File: config.mk
export PLATFORM = sky130hd
export DESIGN_NAME = free_block_bitmap_allocator
export DESIGN_NICKNAME = d
export VERILOG_FILES = /design/src/ffba_pkg.sv /design/src/ffba_map_ram.sv /design/src/free_block_bitmap_allocator.sv
export SDC_FILE = /design/constraint.sdc
export NUM_CORES = 1
export LEC_CHECK = 0
export BUFFER_PORTS_ARGS = -buffer_cell sky130_fd_sc_hd__buf_4
export CAP_MARGIN = 40
export CORE_MARGIN = 2
export CORE_UTILIZATION = 35
export DETAILED_ROUTE_END_ITERATION = 8
export SLEW_MARGIN = 20
export SYNTH_ARGS = -nofsm -noshare
export SYNTH_HDL_FRONTEND = slang
export SYNTH_SLANG_ARGS = --single-unit
export TNS_END_PERCENT = 5
File: constraint.sdc
create_clock -name clk -period 4.07 [get_ports clk]
set_clock_uncertainty 0.2 [all_clocks]
set_input_delay 0 -clock clk [delete_from_list [all_inputs] [get_ports clk]]
set_output_delay 0 -clock clk [all_outputs]
set_load 0.005 [all_outputs]
File: src/ffba_pkg.sv
// Shared constants, codes and helper functions for the free block bitmap allocator.
package ffba_pkg;

    // Map geometry (WORD_BITS must be a power of two)
    localparam int MAP_BLOCKS = 512;
    localparam int WORD_BITS  = 32;
    localparam int MAP_WORDS  = (MAP_BLOCKS + WORD_BITS - 1) / WORD_BITS;
    localparam int BIT_W      = $clog2(WORD_BITS);
    localparam int WADDR_W    = (MAP_WORDS > 1) ? $clog2(MAP_WORDS) : 1;

    // Field widths
    localparam int FUNC_W   = 2;
    localparam int INDEX_W  = 9;
    localparam int STATUS_W = 2;

    // Width wide enough to compare a block index against the map size
    localparam int CMP_W = 16;

    // Request codes
    localparam logic [FUNC_W-1:0] FUNC_TAKE_FIRST = 2'd0;
    localparam logic [FUNC_W-1:0] FUNC_TAKE       = 2'd1;
    localparam logic [FUNC_W-1:0] FUNC_RELEASE    = 2'd2;
    localparam logic [FUNC_W-1:0] FUNC_FORMAT     = 2'd3;

    // Status codes
    localparam logic [STATUS_W-1:0] ST_OK    = 2'd0;
    localparam logic [STATUS_W-1:0] ST_FULL  = 2'd1;
    localparam logic [STATUS_W-1:0] ST_RANGE = 2'd2;

    typedef logic [WORD_BITS-1:0] map_word_t;

    // Bits of map word w that stand for real blocks
    function automatic map_word_t word_valid_mask(input logic [WADDR_W-1:0] w);
        map_word_t m;
        int        base;
        m    = '0;
        base = int'(w) * WORD_BITS;
        for (int i = 0; i < WORD_BITS; i++)
        begin
            m[i] = ((base + i) < MAP_BLOCKS);
        end
        return m;
    endfunction

    // Position of the lowest set bit (zero when the word is zero)
    function automatic logic [BIT_W-1:0] lowest_set(input map_word_t v);
        map_word_t         lone;
        logic [BIT_W-1:0]  pos;
        lone = v & (~v + map_word_t'(1));
        pos  = '0;
        for (int i = 0; i < WORD_BITS; i++)
        begin
            if (lone[i])
            begin
                pos = pos | BIT_W'(i);
            end
        end
        return pos;
    endfunction

endpackage

File: src/ffba_map_ram.sv
// Generic simple dual-port synchronous RAM with registered read data.
module ffba_map_ram #(
    parameter int DEPTH = 16,
    parameter int WIDTH = 32,
    parameter int AW    = (DEPTH > 1) ? $clog2(DEPTH) : 1
) (
    input  logic             clk,
    input  logic             we,
    input  logic [AW-1:0]    waddr,
    input  logic [WIDTH-1:0] wdata,
    input  logic             re,
    input  logic [AW-1:0]    raddr,
    output logic [WIDTH-1:0] rdata
);

    logic [WIDTH-1:0] mem [DEPTH];

    // write port
    always_ff @(posedge clk)
    begin
        if (we)
        begin
            mem[waddr] <= wdata;
        end
    end

    // read port, registered read data
    always_ff @(posedge clk)
    begin
        if (re)
        begin
            rdata <= mem[raddr];
        end
    end

endmodule

File: src/free_block_bitmap_allocator.sv
// Top level of the free block bitmap allocator: request sequencer around the map RAM.
//
// A request is taken when start is high and busy is low; its one result beat shows on
// result_index and status for exactly one cycle while done is high, and cannot be held
// off. Format and out-of-range take/release requests never raise busy and strobe done
// in the cycle after acceptance. Take and release read the map word, then write it back
// in the write-back state while busy, done in the cycle after. Take-first scans the map
// one word per cycle through the single RAM read port, busy until it has checked the
// word with the first free block, or the last of the 16 words if full; done follows.
// A new request may be given in the cycle that done is high. Reset and format mark every
// block free at once by clearing per-word valid flags; there is no clearing pass.
module free_block_bitmap_allocator
    import ffba_pkg::*;
(
    input  logic                clk,
    input  logic                rst_n,
    input  logic                start,
    output logic                busy,
    input  logic [FUNC_W-1:0]   func,
    input  logic [INDEX_W-1:0]  block_index,
    output logic                done,
    output logic [INDEX_W-1:0]  result_index,
    output logic [STATUS_W-1:0] status
);

    localparam logic [1:0] S_IDLE = 2'd0;
    localparam logic [1:0] S_MOD  = 2'd1;
    localparam logic [1:0] S_SCAN = 2'd2;

    logic [1:0]           state_reg, state_next;
    logic [FUNC_W-1:0]    func_reg, func_next;
    logic [INDEX_W-1:0]   idx_reg, idx_next;
    logic [WADDR_W-1:0]   addr_reg, addr_next;
    logic [MAP_WORDS-1:0] valid_reg, valid_next;
    logic                 done_reg, done_next;
    logic [INDEX_W-1:0]   res_idx_reg, res_idx_next;
    logic [STATUS_W-1:0]  status_reg, status_next;

    logic                 ram_we, ram_re;
    logic [WADDR_W-1:0]   ram_waddr, ram_raddr;
    map_word_t            ram_wdata, ram_rdata;

    logic                 accept;
    logic                 in_range;
    logic [WADDR_W-1:0]   in_word;
    map_word_t            cur_word, scan_bits, bit_sel;
    logic [BIT_W-1:0]     low_pos;

    ffba_map_ram #(
        .DEPTH (MAP_WORDS),
        .WIDTH (WORD_BITS),
        .AW    (WADDR_W)
    ) u_map_ram (
        .clk   (clk),
        .we    (ram_we),
        .waddr (ram_waddr),
        .wdata (ram_wdata),
        .re    (ram_re),
        .raddr (ram_raddr),
        .rdata (ram_rdata)
    );

    assign accept   = start && !busy;
    assign in_range = (CMP_W'(block_index) < CMP_W'(MAP_BLOCKS));
    assign in_word  = WADDR_W'(block_index >> BIT_W);

    // word just read; a word never written since format reads as all free
    assign cur_word  = valid_reg[addr_reg] ? ram_rdata : word_valid_mask(addr_reg);
    assign scan_bits = cur_word & word_valid_mask(addr_reg);
    assign low_pos   = lowest_set(scan_bits);
    assign bit_sel   = map_word_t'(1) << idx_reg[BIT_W-1:0];

    // request sequencer
    always_comb
    begin
        state_next   = state_reg;
        func_next    = func_reg;
        idx_next     = idx_reg;
        addr_next    = addr_reg;
        valid_next   = valid_reg;
        done_next    = 1'b0;
        res_idx_next = res_idx_reg;
        status_next  = status_reg;
        ram_we       = 1'b0;
        ram_waddr    = addr_reg;
        ram_wdata    = cur_word;
        ram_re       = 1'b0;
        ram_raddr    = addr_reg;

        case (state_reg)
            S_IDLE:
            begin
                if (accept)
                begin
                    func_next = func;
                    idx_next  = block_index;
                    case (func)
                        FUNC_TAKE_FIRST:
                        begin
                            ram_re     = 1'b1;
                            ram_raddr  = '0;
                            addr_next  = '0;
                            state_next = S_SCAN;
                        end
                        FUNC_TAKE, FUNC_RELEASE:
                        begin
                            if (in_range)
                            begin
                                ram_re     = 1'b1;
                                ram_raddr  = in_word;
                                addr_next  = in_word;
                                state_next = S_MOD;
                            end
                            else
                            begin
                                done_next    = 1'b1;
                                res_idx_next = block_index;
                                status_next  = ST_RANGE;
                            end
                        end
                        default:
                        begin
                            // format: every word reads as all free again
                            valid_next   = '0;
                            done_next    = 1'b1;
                            res_idx_next = '0;
                            status_next  = ST_OK;
                        end
                    endcase
                end
            end
            S_MOD:
            begin
                ram_we    = 1'b1;
                ram_waddr = addr_reg;
                if (func_reg == FUNC_TAKE)
                begin
                    ram_wdata = cur_word & ~bit_sel;
                end
                else
                begin
                    ram_wdata = cur_word | bit_sel;
                end
                valid_next[addr_reg] = 1'b1;
                done_next    = 1'b1;
                res_idx_next = idx_reg;
                status_next  = ST_OK;
                state_next   = S_IDLE;
            end
            S_SCAN:
            begin
                if (scan_bits != '0)
                begin
                    ram_we    = 1'b1;
                    ram_waddr = addr_reg;
                    ram_wdata = cur_word & ~(map_word_t'(1) << low_pos);
                    valid_next[addr_reg] = 1'b1;
                    done_next    = 1'b1;
                    res_idx_next = INDEX_W'({addr_reg, low_pos});
                    status_next  = ST_OK;
                    state_next   = S_IDLE;
                end
                else if (addr_reg == WADDR_W'(MAP_WORDS - 1))
                begin
                    done_next    = 1'b1;
                    res_idx_next = '0;
                    status_next  = ST_FULL;
                    state_next   = S_IDLE;
                end
                else
                begin
                    ram_re    = 1'b1;
                    ram_raddr = addr_reg + WADDR_W'(1);
                    addr_next = addr_reg + WADDR_W'(1);
                end
            end
            default:
            begin
                state_next = S_IDLE;
            end
        endcase
    end

    // control state
    always_ff @(posedge clk or negedge rst_n)
    begin
        if (!rst_n)
        begin
            state_reg <= S_IDLE;
            valid_reg <= '0;
            done_reg  <= 1'b0;
        end
        else
        begin
            state_reg <= state_next;
            valid_reg <= valid_next;
            done_reg  <= done_next;
        end
    end

    // payload registers
    always_ff @(posedge clk)
    begin
        func_reg    <= func_next;
        idx_reg     <= idx_next;
        addr_reg    <= addr_next;
        res_idx_reg <= res_idx_next;
        status_reg  <= status_next;
    end

    assign busy         = (state_reg != S_IDLE);
    assign done         = done_reg;
    assign result_index = res_idx_reg;
    assign status       = status_reg;

    // a result beat only leaves once the sequencer is back in idle
    a_done_idle: assert property (@(posedge clk) disable iff (!rst_n)
        done |-> !busy)
        else $error("done while busy");

    // map writes happen only in the write-back cycles
    a_we_state: assert property (@(posedge clk) disable iff (!rst_n)
        ram_we |-> (state_reg == S_MOD || state_reg == S_SCAN))
        else $error("map write outside write-back");

    // format answers in the next cycle with ok
    a_format: assert property (@(posedge clk) disable iff (!rst_n)
        (accept && func == FUNC_FORMAT) |=> (done && status == ST_OK && valid_reg == '0))
        else $error("format result wrong");

    // scan address stays inside the map
    a_scan_addr: assert property (@(posedge clk) disable iff (!rst_n)
        (state_reg == S_SCAN) |-> (addr_reg <= WADDR_W'(MAP_WORDS - 1)))
        else $error("scan address out of map");

    // a read-modify-write returns to idle with done in the cycle after S_MOD
    a_mod_once: assert property (@(posedge clk) disable iff (!rst_n)
        (state_reg == S_MOD) |=> (state_reg == S_IDLE && done))
        else $error("write-back did not finish");

endmodule
==> results of run 1 <==
## per-stage QoR
step	setup TNS (ns)	util, %
3_3_place_gp	-13.84	39.2
6_report	0	43.0
3_5_place_dp	-7.67	39.2
2_1_floorplan	0	-
5_1_grt	-0.339	43.0
4_1_cts	0	42.4
## logic make-up (layout without fill, tap and decap cells)
logic type,after synthesis,in the layout
muxes,267,267
other,1,1
buffers and inverters,125,360
DFF,588,588
adders and majority gates,10,10
AOI/OAI and AO/OA,264,264
and+or+nand+nor,470,470
## synth_stat cells, drive strengths merged (12+ instances only)
cell type	n	area [µm²]
o2111ai	31	272
mux2	36	405
o22ai	17	106
nor2b	12	75.1
nand2	98	368
inv	19	71.3
o22a	32	280
dfrtp	19	475
nor4	39	259
nor3	155	781
nor2	82	308
edfxtp	565	17000
nand3	16	85.1
buf	51	285
a21oi	27	135
clkbuf	55	206
a31oi	20	125
mux2i	231	2310
o21ai	67	339
## repair_timing
action,4_1_cts,5_1_grt
endpoints found under the hold margin,73,0
resized for setup,12,18
hold buffers,25,0
buffers inserted,0,21
gates cloned,0,4
endpoints found under the setup margin,61,44
pin swaps,2,12
## final cells by class
type / instances / area, µm²
fillers: 6299 / 40600
flip-flops and latches: 588 / 17500
multi-input cells: 1012 / 7340
repair buffers: 234 / 2490
clock buffers: 66 / 1500
well taps: 950 / 1190
clock inverters: 41 / 480
inverters: 19 / 71.3
## worst register-to-register path, cell delays in order, from the launching register on
cell       delay [ns]
edfxtp_1         0.43
nor4_4           0.44
nand4_1          0.29
buf_4            0.25
a2111o_1         0.33
a211o_1          0.31
and3_2           0.27
o211ai_1         0.17
buf_12           0.17
buf_12           0.16
nor3_1           0.10
nor4_2           0.39
o2111ai_1        0.21
## metal layers
| layer | wire length [µm] | vias to the layer above | track usage [%] |
|---|---|---|---|
| li1 | - | 7177 | - |
| met2 | 32600 | 609 | 30.0 |
| met3 | 4250 | 137 | 2.83 |
| met5 | 0 | - | 0 |
| met1 | 29500 | 8112 | 24.8 |
| met4 | 2280 | 0 | 6.67 |
## path summary, 6_finish.rpt
path	from	endpoint	slack, ns	depth (start not counted)
max	u_map_ram.rdata[1]	u_map_ram.rdata[3]	0.05	12
min	rst_n	state_reg[1]	0.13	3
max reg2reg	u_map_ram.rdata[1]	u_map_ram.rdata[3]	0.05	12
min reg2reg	valid_reg[0]	valid_reg[0]	0.29	2
max in group asynchronous	rst_n	valid_reg[14]	3.16	4
min in group clk	start	state_reg[1]	0.19	5
## report_power, final
group | leakage, nW | switching (mW) | internal [mW]
clock network | 0.965 | 2.25 | 3.29
registers | 5.37 | 0.360 | 9.14
logic | 3.48 | 6.24 | 3.80
total | 9.82 | 8.85 | 16.2
==> run_results.csv, run 1 <==
group,metric,value,unit
floorplanning,io_pins,27,
yosys,synth_cell_types,74,
layout,largest_reg_flops,512,
clock_tree,numCtsBuffers,58,
layout,drive_gt1_share,20.0,%
pwr,vdd_drop_max,0.355,mV
setup_path,critPathTopFamily,"simple AND/OR/NAND/NOR gates",
setup_path,crit_arrival,4.13,ns
yosys,synth_warnings,0,
placed_design,dp_cells,2752,
setup_path,path_common_cell,"buf_12",
grt,grt_max_degree,42,
layout,syn_to_final_growth,21.7,%
layout,finalNonFillerCells,2910,
run,cap_violations,0,
placed_design,port_buffers,25,
clock_tree,insertion_delay,0.61,ns
yosys,synthArstFlopShare,3.23,%
clock_tree,cts_root_buffer,"clkbuf_16",
placed_design,post_dp_cell_area,27900,µm²
yosys,synth_top_family_by_area,"multiplexers",
yosys,netlist_area,25100,µm²
floorplanning,die_h,272,µm
layout,n_antenna_cell,0,
floorplanning,std_cell_rows,98,
layout,fin_nets,1937,
yosys,synth_compound_area_share,7.40,%
setup_path,cp_cell_sequence,"nor4_4 > nand4_1 > buf_4 > a2111o_1 > a211o_1 > and3_2 > o211ai_1 > buf_12 > buf_12 > nor3_1 > nor4_2 > o2111ai_1",
clock_tree,cts_htree_levels,2,
sta,setup_viol,0,
layout,mostFrequentLayoutCell,"edfxtp_1",
sta,tightest_slew,0.676,ns
sta,maxSlewViolCount,0,
yosys,syn_nets,1749,
setup_path,slowest_delay,0.44,ns
detailed_routing,dr.pass1.iters,5,
detailed_routing,post_drt_wl_per_cell,23.6,µm
clock_tree,cts.sinks,588,
yosys,synth.avg_cell_area,14.6,µm²
sta,post-route-period-util,98.7,%
pwr,totalPowerFinal,25.1,mW
yosys,synth_edf_count,565,
pwr,power_density,820,nW/µm²
setup_path,critical_path_buf_inv_count,3,
detailed_routing,routed_wl,68.7,mm
yosys,synth-simple-area-share,9.35,%
sta,setup_ws,0.0521,ns
detailed_routing,drtIter0Drc,1426,
placed_design,gp_congestion,0.973,
floorplanning,initial_utilization,35.3,%
sta,finalHoldWorstSlack,0.129,ns
sta,relSlewSlack,53.8,%
pwr,p_leak,9.82,nW
sta,fmax,249,MHz
grt,antenna_found_initial,0,
sta,finalCriticalPeriod,4.02,ns
setup_path,cp_slowest_cell,"nor4_4",
hold_path,hold_path_class,"in2async",
setup_path,critPathMaxFanout,13,
placed_design,dpl_worst_slack,-0.431,ns
detailed_routing,drc,0,
clock_tree,path_clk_slew,0.06,ns
grt,grt_pass1_vias,15891,
yosys,synth.area.mux_share,10.8,%
clock_tree,cts_tree,"done",
placed_design,dp_hpwl,42.1,mm
yosys,yosysSeqAreaShare,69.7,%
layout,fin_area,30600,µm²
yosys,synth_adder_area_share,0.498,%
layout,most-common-layout-cells,"edfxtp_1 (565), mux2i_1 (230), nor3_1 (153), buf_4 (153), nand2_1 (98)",
grt,grt_util_all_layers,18.4,%
floorplanning,core_region_area,71200,µm²
setup_path,worst_setup_path_start_kind,"flip-flop",
sta,grt_setup_unrepaired,"yes",
setup_path,endpoint_kind,"flip-flop",
setup_path,critical_path_class,"reg2reg",
yosys,ys.flop_type,"edfxtp_1",
grt,grt_pass1_wl,102,mm
grt,grt.overflow.total,0,
detailed_routing,drtAntennaViolNets,0,
yosys,synth_seq_cells,588,
yosys,synth_xor_area_share,0,%
yosys,syn_inst,1725,
clock_tree,cts_max_path_buffers,3,
floorplanning,die_w,272,µm
sta,hold_viol,0,
detailed_routing,vias,16035,
floorplanning,die-area,74000,µm²
setup_path,critPathRequiredTime,4.18,ns
detailed_routing,routed_via_density,5.51,
run_status,outcome,"completed",
No activity file was read; power rests on OpenSTA's default activity.
==> inputs of run 2 (changes only) <==
MAX_ROUTING_LAYER = met4   (was default)
RECOVER_POWER = 50   (was default)
==> run_results.csv, run 2 (same netlist as run 1, synthesis figures left out) <==
group,metric,value,unit
setup_path,critical_path_class,"reg2reg",
sta,fmax,246,MHz
run_status,outcome,"finished, violations left",
placed_design,dp_hpwl,43.5,mm
hold_path,hold_path_class,"in2async",
setup_path,regToRegSetupSlack,-0.002,ns
floorplanning,io_pins,27,
sta,tightest_slew,0.900,ns
detailed_routing,routed_via_density,5.57,
placed_design,port_buffers,25,
grt,grt_max_degree,45,
run_status,violations,"negative setup slack",
setup_path,reg2reg_to,"u_map_ram.rdata[18]",
grt,grt_pass1_vias,15919,
setup_path,critPathRequiredTime,4.24,ns
layout,most-common-layout-cells,"edfxtp_1 (565), mux2i_1 (231), nor3_1 (153), buf_4 (127), nand2_1 (98)",
sta,setup_viol,1,
layout,nFillCells,6346,
setup_path,critPathMaxFanout,28,
floorplanning,die_w,272,µm
layout,mostFrequentLayoutCell,"edfxtp_1",
floorplanning,die_h,272,µm
clock_tree,insertion_delay,0.62,ns
detailed_routing,routed_wl,70.4,mm
setup_path,r2r_cells,13,
detailed_routing,post_drt_wl_per_cell,24.4,µm
clock_tree,numCtsBuffers,58,
pwr,power_density,813,nW/µm²
grt,use_met3,3.20,%
clock_tree,cts_max_path_buffers,3,
setup_path,path_common_cell,"buf_4",
floorplanning,die-area,74000,µm²
detailed_routing,drc,0,
grt,grt_util_all_layers,19.5,%
clock_tree,cts_root_buffer,"clkbuf_16",
setup_path,worst_setup_path_start_kind,"flip-flop",
layout,fin_nets,1919,
layout,finalCoreUtilization,42.1,%
grt,grt.overflow.total,0,
grt,grt_pass1_wl,104,mm
setup_path,slowest_delay,0.50,ns
detailed_routing,drtAntennaViolNets,0,
detailed_routing,drtIter0Drc,1708,
pwr,totalPowerFinal,24.4,mW
setup_path,cp_slowest_cell,"edfxtp_1",
sta,setup_ws,-0.00196,ns
grt,antenna_found_initial,1,
layout,syn_to_final_growth,19.4,%
layout,largest_reg_flops,512,
floorplanning,initial_utilization,35.3,%
sta,post-route-period-util,100,%
sta,maxSlewViolCount,0,
placed_design,gp_congestion,1.02,
setup_path,r2r_start,"u_map_ram.rdata[26]",
pwr,p_leak,9.52,nW
run,cap_violations,0,
detailed_routing,vias,16102,
setup_path,crit_arrival,4.24,ns
sta,relSlewSlack,40.0,%
setup_path,critPathTopFamily,"simple AND/OR/NAND/NOR gates",
clock_tree,cts_htree_levels,2,
placed_design,dpl_worst_slack,-0.198,ns
detailed_routing,dr.pass1.iters,5,
floorplanning,core_region_area,71200,µm²
setup_path,cp_cell_sequence,"or3_4 > nor3_2 > nand3_2 > buf_4 > a2111oi_4 > o211ai_4 > buf_12 > mux2i_1 > nor3_1 > nor4_1 > buf_4 > o2111ai_1 > buf_4",
grt,busiest_layer,"met2",
clock_tree,path_clk_slew,0.07,ns
floorplanning,std_cell_rows,98,
sta,finalCriticalPeriod,4.07,ns
clock_tree,cts_tree,"done",
sta,hold_viol,0,
clock_tree,cts.sinks,588,
layout,drive_gt1_share,18.2,%
pwr,vdd_drop_max,0.417,mV
setup_path,critical_path_buf_inv_count,4,
sta,finalHoldWorstSlack,0.129,ns
sta,grt_setup_unrepaired,"yes",
grt,use_met2,30.1,%
grt,met1_usage,26.3,%
setup_path,endpoint_kind,"flip-flop",
-- run 2: layout make-up --
class	count	area (µm²)	area share, %
Inverter	19	71.3	0.238
Clock inverter	39	368	1.23
Tap cell	950	1190	3.96
Multi-Input combinational cell	1012	7280	24.3
Sequential cell	588	17500	58.4
Clock buffer	65	1480	4.92
Timing Repair Buffer	216	2100	6.99
Antenna cell	1	2.50	0.00834
-- run 2: worst max path at each step --
stage | from | to | slack [ns] | depth (start not counted)
finish | u_map_ram.rdata[26] | u_map_ram.rdata[18] | -0.002 | 13
global route | u_map_ram.rdata[26] | u_map_ram.rdata[18] | -0.03 | 13
detailed placement | u_map_ram.rdata[16] | u_map_ram.rdata[11] | -0.20 | 11
floorplan | addr_reg[1] | u_map_ram.mem[10][0] | 0.28 | 9
global placement | u_map_ram.rdata[16] | u_map_ram.rdata[19] | -0.12 | 13
CTS | addr_reg[0] | u_map_ram.rdata[11] | 0.007 | 12
-- run 2: worst reg2reg max path, stage by stage, from the launching register on --
cell and delay [ns]:
edfxtp_1 0.50, or3_4 0.39, nor3_2 0.28, nand3_2 0.18, buf_4 0.19, a2111oi_4 0.36, o211ai_4 0.19, buf_12 0.22
mux2i_1 0.39, nor3_1 0.08, nor4_1 0.31, buf_4 0.16, o2111ai_1 0.18, buf_4 0.20
-- run 2: repair_timing --
action / in CTS / in global routing
hold buffers: 25 / 0
hold endpoints to repair: 63 / 0
setup endpoints to repair: 12 / 27
resized for setup: 7 / 10
setup buffers: 0 / 0
pin swaps: 0 / 2
-- run 2: report_power, final --
group	total [mW]	switching (mW)	internal, mW
logic	9.70	6.16	3.54
registers	9.47	0.333	9.14
clock network	5.22	2.24	2.98
-- run 2: metal layers --
| layer | vias to the layer above | part of all wire, % |
|---|---|---|
| met3 | 161 | 6.8 |
| met5 | - | 0 |
| met1 | 8130 | 43 |
| met4 | 0 | 3.5 |
| met2 | 667 | 46 |
| li1 | 7144 | - |
-- run 2: metrics by stage --
stage / area (µm²) / std cells / TNS (ns)
after floorplan: 25100 / 1725 / 0
after global placement: 27800 / 2756 / -0.429
after detailed placement: 27900 / 2759 / -0.824
after CTS: 30000 / 2888 / 0
after global routing: 30000 / 2890 / -0.0525
final: 30000 / 2890 / -0.00196
==> inputs of run 3 (changes only) <==
clock period = 4.05 ns   (was 4.07 ns; I/O delays follow)
==> run_results.csv, run 3 (same netlist as run 1, synthesis figures left out) <==
group,metric,value,unit
run_status,outcome,"completed",
floorplanning,io_pins,27,
grt,antenna_found_initial,1,
grt,grt.overflow.total,0,
detailed_routing,post_drt_wl_per_cell,24.7,µm
setup_path,crit_end,"u_map_ram.rdata[14]",
setup_path,worst_setup_path_start_kind,"flip-flop",
setup_path,cp_slowest_cell,"edfxtp_1",
sta,tns,0,ns
setup_path,critPathMaxFanout,17,
layout,mostFrequentLayoutCell,"edfxtp_1",
pwr,p_leak,9.75,nW
floorplanning,die_w,272,µm
setup_path,crit_arrival,4.05,ns
layout,finalNonFillerCells,2927,
clock_tree,cts_max_path_buffers,3,
pwr,power_density,827,nW/µm²
layout,nFillCells,6359,
sta,hold_viol,0,
layout,largest_reg_flops,512,
floorplanning,core_region_area,71200,µm²
placed_design,port_buffers,25,
pwr,vdd_drop_max,0.463,mV
grt,grt_util_all_layers,20.0,%
sta,fmax,254,MHz
clock_tree,cts_tree,"done",
layout,syn_to_final_growth,21.1,%
clock_tree,numCtsBuffers,59,
setup_path,cp_cell_sequence,"or3_4 > nor3_4 > nand3_1 > a2111oi_4 > o211ai_4 > buf_12 > buf_12 > mux2i_1 > nor3_1 > nor4_2 > o2111ai_2",
setup_path,slowest_delay,0.48,ns
clock_tree,cts_root_buffer,"clkbuf_16",
clock_tree,cts_htree_levels,2,
placed_design,gp_congestion,0.975,
placed_design,dpl_worst_slack,-0.263,ns
detailed_routing,dr.pass1.iters,5,
setup_path,endpoint_kind,"flip-flop",
run,cap_violations,0,
detailed_routing,routed_wl,72.3,mm
hold_path,hold_path_class,"in2async",
layout,most-common-layout-cells,"edfxtp_1 (565), mux2i_1 (230), buf_4 (157), nor3_1 (153), nand2_1 (98)",
detailed_routing,drtAntennaViolNets,0,
sta,setup_ws,0.111,ns
clock_tree,path_clk_slew,0.07,ns
sta,tightest_slew,0.814,ns
setup_path,critPathRequiredTime,4.16,ns
placed_design,dp_cells,2790,
sta,post-route-period-util,97.3,%
pwr,totalPowerFinal,25.2,mW
detailed_routing,drtIter0Drc,1766,
placed_design,dp_hpwl,44.0,mm
setup_path,path_common_cell,"buf_12",
sta,relSlewSlack,45.7,%
grt,grt_max_degree,33,
setup_path,critical_path_class,"reg2reg",
clock_tree,cts.sinks,588,
sta,finalHoldWorstSlack,0.136,ns
detailed_routing,drc,0,
detailed_routing,routed_via_density,5.52,
clock_tree,insertion_delay,0.62,ns
sta,setup_viol,0,
grt,grt_pass1_vias,15936,
setup_path,reg2reg_to,"u_map_ram.rdata[14]",
sta,maxSlewViolCount,0,
floorplanning,die-area,74000,µm²
detailed_routing,vias,16154,
sta,grt_setup_unrepaired,"yes",
floorplanning,std_cell_rows,98,
setup_path,r2r_cells,11,
floorplanning,initial_utilization,35.3,%
grt,grt_pass1_wl,107,mm
floorplanning,die_h,272,µm
layout,n_antenna_cell,0,
setup_path,regToRegSetupSlack,0.11,ns
setup_path,crit_start,"u_map_ram.rdata[25]",
setup_path,r2r_start,"u_map_ram.rdata[25]",
sta,finalCriticalPeriod,3.94,ns
layout,fin_nets,1953,
layout,drive_gt1_share,19.6,%
==> run 3: area by class of cell <==
type	instances	area (µm²)	area share (%)
sequential	588	17500	57.6
tap	950	1190	3.91
inverter	19	71.3	0.234
clock inverter	40	388	1.27
clock buffer	69	1560	5.11
multi-input combinational	1012	7320	24.0
timing repair buffer	249	2390	7.86
==> run 3: layer usage <==
layer / share of wire, % / vias to the layer above / GRT usage, %
li1: - / 7210 / -
met1: 44 / 8168 / 27.0
met2: 47 / 648 / 31.2
met3: 6.6 / 128 / 3.12
met4: 2.8 / 0 / 5.84
met5: 0 / - / -
==> run 3: worst min-delay path by stage <==
stage	end	slack (ns)	cells after the start
floorplan	done	-0.50	0
global placement	done	-0.31	1
detailed placement	done	-0.31	1
CTS	state_reg[1]	0.13	5
global route	state_reg[0]	0.14	3
finish	valid_reg[1]	0.14	3
==> run 3: stage by stage <==
| stage | instance area (µm²) | util, % |
|---|---|---|
| 2_1_floorplan | 25100 | - |
| 3_3_place_gp | 28100 | 39.5 |
| 3_5_place_dp | 28200 | 39.5 |
| 4_1_cts | 30400 | 42.7 |
| 5_1_grt | 30400 | 42.7 |
| 6_report | 30400 | 42.7 |
==> run 3: power breakdown <==
group | internal, mW | leakage, nW | total [mW] | switching (mW)
registers | 9.19 | 5.37 | 9.55 | 0.364
clock network | 3.19 | 0.949 | 5.47 | 2.28
logic | 3.80 | 3.43 | 10.2 | 6.37
total | 16.2 | 9.75 | 25.2 | 9.02
==> run 3: worst max-delay path, delay by kind of cell (launching register included) <==
kind                   cells  cell delay (ns)
and+or+nand+nor            5             1.45
buffers and inverters      2             0.39
DFF                        1             0.48
AOI/OAI and AO/OA          3             0.93
muxes                      1             0.17
==> run 3: repair_timing <==
item / in CTS / in global routing
setup buffers: 0 / 1
hold buffers: 25 / 0
gates resized for setup: 7 / 11
pin swaps: 0 / 3
setup endpoints to repair: 6 / 37
endpoints found under the hold margin: 63 / 0
